**config.mk**
```make
export PLATFORM = sky130hd
export DESIGN_NAME = divide_by_constant_magic_gen
export DESIGN_NICKNAME = d
export VERILOG_FILES = /design/src/design/dbcm_pkg.sv /design/src/design/dbcm_norm.sv /design/src/design/dbcm_div_stage.sv /design/src/design/dbcm_fix.sv /design/src/design/divide_by_constant_magic_gen.sv
export SDC_FILE = /design/constraint.sdc
export NUM_CORES = 2
export LEC_CHECK = 0
export ABC_AREA = 1
export BUFFER_PORTS_ARGS = -buffer_cell sky130_fd_sc_hd__buf_2
export CELL_PAD_IN_SITES_DETAIL_PLACEMENT = 1
export CELL_PAD_IN_SITES_GLOBAL_PLACEMENT = 2
export CORE_UTILIZATION = 33
export CTS_CLUSTER_DIAMETER = 30
export CTS_CLUSTER_SIZE = 25
export DETAILED_ROUTE_END_ITERATION = 7
export PLACE_DENSITY_LB_ADDON = 0.08
export REMOVE_ABC_BUFFERS = 1
export SLEW_MARGIN = 30
export SYNTH_ARGS = -nofsm -noshare
export SYNTH_HDL_FRONTEND = slang
export SYNTH_SLANG_ARGS = --single-unit
```
**constraint.sdc**
```tcl
create_clock -name clk -period 6.6 [get_ports clk]
set_input_delay 0.33 -clock clk [delete_from_list [all_inputs] [get_ports clk]]
set_output_delay 0.33 -clock clk [all_outputs]
set_load 0.005 [all_outputs]
```
**src/design/dbcm_pkg.sv**
```systemverilog
// dbcm_pkg: shared constants and types for the division-by-constant magic generator
// no dependencies; imported by every module of the block
`timescale 1ns / 1ps

package dbcm_pkg;

  localparam int DBCM_DIVISOR_BITS = 16;
  localparam int DBCM_WORD_BITS    = 32;
  localparam int DBCM_STEPS        = 4;
  localparam int DBCM_DIV_STAGES   = DBCM_WORD_BITS / DBCM_STEPS;
  localparam int DBCM_LATENCY      = DBCM_DIV_STAGES + 2;

  typedef logic [DBCM_WORD_BITS-1:0] dbcm_word_t;

  typedef struct packed {
    logic valid;
    logic pow2;
  } dbcm_ctl_t;

endpackage

```
**src/design/dbcm_norm.sv**
```systemverilog
// dbcm_norm: first pipeline stage, power-of-two detect and divisor normalization
// depends on dbcm_pkg
`timescale 1ns / 1ps

module dbcm_norm #(
  parameter int DIVISOR_BITS = dbcm_pkg::DBCM_DIVISOR_BITS
) (
  input  logic                    clk,
  input  logic                    rst_n,
  input  logic                    in_valid,
  input  logic [DIVISOR_BITS-1:0] divisor,
  output dbcm_pkg::dbcm_ctl_t     ctl_o,
  output logic [DIVISOR_BITS-1:0] dn_o
);
  import dbcm_pkg::*;

  localparam int MW = $clog2(DIVISOR_BITS);

  logic [MW-1:0]           msb;
  logic [MW-1:0]           sh;
  logic [DIVISOR_BITS-1:0] dn_nxt;
  dbcm_ctl_t               ctl_nxt;
  dbcm_ctl_t               ctl_r;
  logic [DIVISOR_BITS-1:0] dn_r;

  // leading one position
  always_comb begin
    msb = '0;
    for (int i = 0; i < DIVISOR_BITS; i++) begin
      if (divisor[i]) begin
        msb = MW'(i);
      end
    end
  end

  assign sh            = MW'(DIVISOR_BITS - 1) - msb;
  assign dn_nxt        = divisor << sh;
  assign ctl_nxt.valid = in_valid;
  assign ctl_nxt.pow2  = (divisor & (divisor - DIVISOR_BITS'(1))) == '0;

  always_ff @(posedge clk) begin
    if (!rst_n) begin
      ctl_r.valid <= 1'b0;
    end else begin
      ctl_r <= ctl_nxt;
    end
  end

  always_ff @(posedge clk) begin
    dn_r <= dn_nxt;
  end

  assign ctl_o = ctl_r;
  assign dn_o  = dn_r;

endmodule

```
**src/design/dbcm_div_stage.sv**
```systemverilog
// dbcm_div_stage: one registered slice of the restoring reciprocal divider
// depends on dbcm_pkg; instantiated DBCM_DIV_STAGES times by the top level
`timescale 1ns / 1ps

module dbcm_div_stage #(
  parameter int DIVISOR_BITS = dbcm_pkg::DBCM_DIVISOR_BITS
) (
  input  logic                    clk,
  input  logic                    rst_n,
  input  dbcm_pkg::dbcm_ctl_t     ctl_i,
  input  logic [DIVISOR_BITS-1:0] dn_i,
  input  logic [DIVISOR_BITS-1:0] rem_i,
  input  dbcm_pkg::dbcm_word_t    quo_i,
  output dbcm_pkg::dbcm_ctl_t     ctl_o,
  output logic [DIVISOR_BITS-1:0] dn_o,
  output logic [DIVISOR_BITS-1:0] rem_o,
  output dbcm_pkg::dbcm_word_t    quo_o
);
  import dbcm_pkg::*;

  logic [DIVISOR_BITS-1:0] rem_nxt;
  dbcm_word_t              quo_nxt;
  dbcm_ctl_t               ctl_r;
  logic [DIVISOR_BITS-1:0] dn_r;
  logic [DIVISOR_BITS-1:0] rem_r;
  dbcm_word_t              quo_r;

  // shift-subtract, one quotient bit per step
  always_comb begin
    logic [DIVISOR_BITS:0] two_v;
    logic                  ge_v;
    rem_nxt = rem_i;
    quo_nxt = quo_i;
    for (int s = 0; s < DBCM_STEPS; s++) begin
      two_v = {rem_nxt, 1'b0};
      ge_v  = two_v >= {1'b0, dn_i};
      if (ge_v) begin
        rem_nxt = DIVISOR_BITS'(two_v - {1'b0, dn_i});
      end else begin
        rem_nxt = DIVISOR_BITS'(two_v);
      end
      quo_nxt = {quo_nxt[DBCM_WORD_BITS-2:0], ge_v};
    end
  end

  always_ff @(posedge clk) begin
    if (!rst_n) begin
      ctl_r.valid <= 1'b0;
    end else begin
      ctl_r <= ctl_i;
    end
  end

  always_ff @(posedge clk) begin
    dn_r  <= dn_i;
    rem_r <= rem_nxt;
    quo_r <= quo_nxt;
  end

  assign ctl_o = ctl_r;
  assign dn_o  = dn_r;
  assign rem_o = rem_r;
  assign quo_o = quo_r;

endmodule

```
**src/design/dbcm_fix.sv**
```systemverilog
// dbcm_fix: last pipeline stage, power-of-two override, round-up or round-down choice and result register
// depends on dbcm_pkg
`timescale 1ns / 1ps

module dbcm_fix #(
  parameter int DIVISOR_BITS = dbcm_pkg::DBCM_DIVISOR_BITS
) (
  input  logic                    clk,
  input  logic                    rst_n,
  input  dbcm_pkg::dbcm_ctl_t     ctl_i,
  input  logic [DIVISOR_BITS-1:0] dn_i,
  input  logic [DIVISOR_BITS-1:0] rem_i,
  input  dbcm_pkg::dbcm_word_t    quo_i,
  output logic                    valid_o,
  output dbcm_pkg::dbcm_word_t    mult_o,
  output dbcm_pkg::dbcm_word_t    add_o
);
  import dbcm_pkg::*;

  localparam logic [DIVISOR_BITS-1:0] HALF = {1'b1, {(DIVISOR_BITS-1){1'b0}}};

  logic [DIVISOR_BITS-1:0] diff;
  logic                    round_up;
  dbcm_word_t              mult_nxt;
  dbcm_word_t              add_nxt;
  logic                    valid_r;
  dbcm_word_t              mult_r;
  dbcm_word_t              add_r;

  // (t+1)*d mod 2^32 equals d minus remainder, compared here in normalized scale
  assign diff     = dn_i - rem_i;
  assign round_up = diff <= HALF;

  always_comb begin
    if (ctl_i.pow2) begin
      mult_nxt = '1;
      add_nxt  = '1;
    end else if (round_up) begin
      mult_nxt = quo_i + DBCM_WORD_BITS'(1);
      add_nxt  = '0;
    end else begin
      mult_nxt = quo_i;
      add_nxt  = quo_i;
    end
  end

  always_ff @(posedge clk) begin
    if (!rst_n) begin
      valid_r <= 1'b0;
    end else begin
      valid_r <= ctl_i.valid;
    end
  end

  always_ff @(posedge clk) begin
    mult_r <= mult_nxt;
    add_r  <= add_nxt;
  end

  assign valid_o = valid_r;
  assign mult_o  = mult_r;
  assign add_o   = add_r;

endmodule

```
**src/design/divide_by_constant_magic_gen.sv**
```systemverilog
// divide_by_constant_magic_gen: one divisor per cycle in, one multiplier/addend pair out
// after the pipeline stages (one normalization stage, eight divider stages of four
// quotient bits each, one result stage); busy is never raised, the divider pipeline
// sets the latency and the rate is one beat per clock; results appear on out_* for one
// cycle with out_valid and cannot be held off, so the receiver must take every beat
// as it comes
// depends on dbcm_pkg, dbcm_norm, dbcm_div_stage, dbcm_fix
`timescale 1ns / 1ps

module divide_by_constant_magic_gen #(
  parameter int DIVISOR_BITS = dbcm_pkg::DBCM_DIVISOR_BITS
) (
  input  logic                    clk,
  input  logic                    rst_n,
  input  logic                    start,
  output logic                    busy,
  input  logic [DIVISOR_BITS-1:0] in_divisor,
  output logic                    out_valid,
  output dbcm_pkg::dbcm_word_t    out_multiplier,
  output dbcm_pkg::dbcm_word_t    out_addend
);
  import dbcm_pkg::*;

  localparam logic [DIVISOR_BITS-1:0] REM_INIT = {1'b1, {(DIVISOR_BITS-1){1'b0}}};

  dbcm_ctl_t               ctl_s [0:DBCM_DIV_STAGES];
  logic [DIVISOR_BITS-1:0] dn_s  [0:DBCM_DIV_STAGES];
  logic [DIVISOR_BITS-1:0] rem_s [0:DBCM_DIV_STAGES];
  dbcm_word_t              quo_s [0:DBCM_DIV_STAGES];

  assign busy = 1'b0;

  dbcm_norm #(.DIVISOR_BITS(DIVISOR_BITS)) u_norm (
    .clk      (clk),
    .rst_n    (rst_n),
    .in_valid (start && !busy),
    .divisor  (in_divisor),
    .ctl_o    (ctl_s[0]),
    .dn_o     (dn_s[0])
  );

  assign rem_s[0] = REM_INIT;
  assign quo_s[0] = '0;

  for (genvar g = 0; g < DBCM_DIV_STAGES; g++) begin : g_div
    dbcm_div_stage #(.DIVISOR_BITS(DIVISOR_BITS)) u_stage (
      .clk   (clk),
      .rst_n (rst_n),
      .ctl_i (ctl_s[g]),
      .dn_i  (dn_s[g]),
      .rem_i (rem_s[g]),
      .quo_i (quo_s[g]),
      .ctl_o (ctl_s[g+1]),
      .dn_o  (dn_s[g+1]),
      .rem_o (rem_s[g+1]),
      .quo_o (quo_s[g+1])
    );
  end

  dbcm_fix #(.DIVISOR_BITS(DIVISOR_BITS)) u_fix (
    .clk     (clk),
    .rst_n   (rst_n),
    .ctl_i   (ctl_s[DBCM_DIV_STAGES]),
    .dn_i    (dn_s[DBCM_DIV_STAGES]),
    .rem_i   (rem_s[DBCM_DIV_STAGES]),
    .quo_i   (quo_s[DBCM_DIV_STAGES]),
    .valid_o (out_valid),
    .mult_o  (out_multiplier),
    .add_o   (out_addend)
  );

endmodule

```
==> impl_metrics.py <==
metrics = {
    "global_route": {
        "grtUsageTotal_pct": 34.1,
        "grt_pass1_wl_um": 352000,
        "antenna_found_initial": 17,
        "grt_remaining_overflow": 0,
        "grt_pass1_vias": 61921,
        "grt_max_degree": 63,
    },
    "layout": {
        "drive_gt1_share_pct": 57.2,
        "final_cell_mix": "buf_4 (2608), nand2_1 (1279), inv_1 (465), nand2_2 (460), dfxtp_1 (353)",
        "layout_commonest_cell": "buf_4",
        "final_util_pct": 65.2,
        "nFillCells": 14953,
        "synthToLayoutAreaGrowth_pct": 95.6,
        "nets": 9747,
    },
    "synthesis": {
        "synth.distinct_cells": 70,
        "synthCells": 6302,
        "yosysWarnings": 0,
        "syn-cell-area_mm2": 0.0426,
        "yosysSeqAreaShare_pct": 23.3,
        "ys_ff_latch": 491,
        "async_flop_share_pct": 0,
        "synth_edf_count": 9,
        "synthFlopType": "dfxtp_1",
        "syn_area_per_cell_um2": 6.77,
    },
    "route": {
        "postRouteAntennaNets": 0,
        "firstDrtPassIters": 5,
        "routedWlPerCell_um": 26.5,
        "first_iter_violations": 4032,
        "dr_total_vias": 61404,
        "remaining_drc_errors": 0,
        "wl_um": 291000,
        "via_per_inst": 5.58,
    },
    "place": {
        "port_buffers": 83,
        "dp_hpwl_um": 157000,
        "gp_congestion": 0.913,
    },
    "critical_path": {
        "cpPeakStageDelay_ps": 460,
        "critPathRequiredTime_ps": 7340,
        "cp_max_fo": 5,
        "endpoint_kind": "register",
        "crit_top_cell": "nand2_1",
        "cp_slowest_cell": "dfxtp_2",
        "critPathArrivalTime_ps": 9010,
        "crit_family": "simple AND/OR/NAND/NOR gates",
        "critPathKind": "register to register",
        "crit_buf_inv": 12,
        "critPathLaunchType": "register",
    },
    "floorplan": {
        "die_x_um": 361,
        "start_util_pct": 33.3,
        "die_h_um": 361,
        "rows": 131,
        "dieArea_mm2": 0.131,
        "io_pins": 85,
        "core_mm2": 0.128,
    },
    "clock_network": {
        "clk_pin_slew_ps": 60,
        "clk_latency_ps": 820,
        "root_buffer": "clkbuf_16",
        "cts_tree": "yes",
        "clockBufferDepth": 3,
        "cts_made_buffers": 119,
        "ctsHtreeMaxLevel": 3,
        "cts.sinks": 491,
    },
    "sta": {
        "fmax_ghz": 0.121,
        "finalCriticalPeriod_ps": 8270,
        "hold_viol": 0,
        "drv_slew": 0,
        "relSlewSlack_pct": 42.7,
        "worst_pin_slew_ps": 859,
        "finClkSkew_ps": 128,
        "fin_ws_ps": -1670,
        "fin_crit_sh_pct": 125,
        "rsz0062_at_grt": "yes",
        "setup_viol": 136,
    },
    "status": {
        "violations": "negative setup slack",
        "outcome": "complete, but fails checks",
    },
    "flow_run": {
        "drv_cap": 0,
    },
    "worst_hold_path": {
        "min-delay-path-class": "input pin to register",
    },
}
-- synthesized netlist by cell type (23+ instances only) --
library cell     n  area share [%]
buf_6           30            0.79
nand3b_1        23            0.40
inv_2           32            0.28
a21o_1          34            0.60
buf_2           26            0.31
nor2_1         360             3.2
nor3_1          60            0.70
a31oi_1         35            0.51
nor4_1          34            0.50
o21ai_2         47            0.97
dfxtp_1        482              23
nand3_1        379             4.4
inv_1          637             5.6
buf_4           25            0.44
nand3_2         31            0.73
nand4_1         64            0.94
ha_1           491              14
nand2_1       1882              17
a21oi_1        454             5.3
o21ai_0        313             3.7
nand2_2         37            0.54
o21ai_1        102             1.2
xor2_1         229             4.7
xnor2_1        229             4.7
clkbuf_1        23            0.20
-- per-layer routing --
| metal | vias up | part of all wire (%) | global-route usage [%] |
|---|---|---|---|
| met2 | 2982 | 48 | 62.0 |
| li1 | 26824 | - | - |
| met4 | 14 | 9.2 | 16.9 |
| met3 | 1602 | 6.3 | 3.94 |
| met5 | - | 0.032 | 0 |
| met1 | 29982 | 36 | 39.1 |
-- tightest hold or removal path, delay by kind of cell --
kind,cells,cell delay (ps)
buf+inv,2,300
simple gates,1,150
-- flip-flops by register name, indices dropped and copies added, names as in the netlist --
signal and cells:
g_div.u_stage.quo_o 136, g_div.u_stage.dn_o 128, g_div.u_stage.rem_o 128, u_fix.add_o 32, u_fix.mult_o 32, g_div.u_stage.ctl_o 16
u_norm.dn_o 16, u_norm.ctl_o 2, u_fix.valid_o 1
-- through the flow --
stage / hold WS [ps] / cells / instance area (um^2) / setup TNS [ps] / worst slack [ps]
2_1_floorplan: 310 / 6198 / 41900 / -28930 / -697
3_3_place_gp: 310 / 10164 / 61300 / -110610 / -1140
3_5_place_dp: 313 / 10164 / 61300 / -139920 / -1350
4_1_cts: 53.8 / 10794 / 76500 / -6110 / -154
5_1_grt: 110 / 10994 / 83400 / -135440 / -1760
6_report: 60.5 / 11000 / 83400 / -108730 / -1670
-- final timing paths --
check	slack, ps	cells past startpoint	from	end
setup / recovery	-1670	48	g_div[1].u_stage.dn_o[8]	g_div[2].u_stage.rem_o[13]
hold / removal	60	3	rst_n	u_norm.ctl_o[1]
setup reg to reg	-1670	48	g_div[1].u_stage.dn_o[8]	g_div[2].u_stage.rem_o[13]
hold reg to reg	290	0	g_div[3].u_stage.quo_o[6]	g_div[4].u_stage.quo_o[10]
-- cell families after synthesis --
logic type	after synthesis	share of synthesized area [%]
and+or+nand+nor	2954	30.1
AOI/OAI and AO/OA	1109	14.6
buffers and inverters	789	7.84
adders and majority gates	500	14.8
DFF	491	23.3
xor gates and xnor gates	458	9.41
other	1	0.00880
-- final cells by class --
type	count	area, um^2	area share, %
Antenna cell	6	15.0	0.0180
Timing Repair inverter	12	119	0.143
Tap cell	1662	2080	2.49
Clock buffer	142	3190	3.83
Multi-Input combinational cell	5032	41100	49.3
Inverter	685	2840	3.41
Sequential cell	491	10200	12.2
Clock inverter	82	1100	1.32
Timing Repair Buffer	2888	22700	27.3
-- what timing repair did --
item | CTS | global route
pin swaps | 507 | 662
buffers inserted | 379 | 205
endpoints found under the setup margin | 136 | 136
cloned | 33 | 6
hold endpoints to repair | 2 | 0
resized for setup | 1774 | 1223
hold buffers | 2 | 0
Power is not shown: default switching activity piles up to over one toggle a cycle in this logic, so the estimate is an artifact.
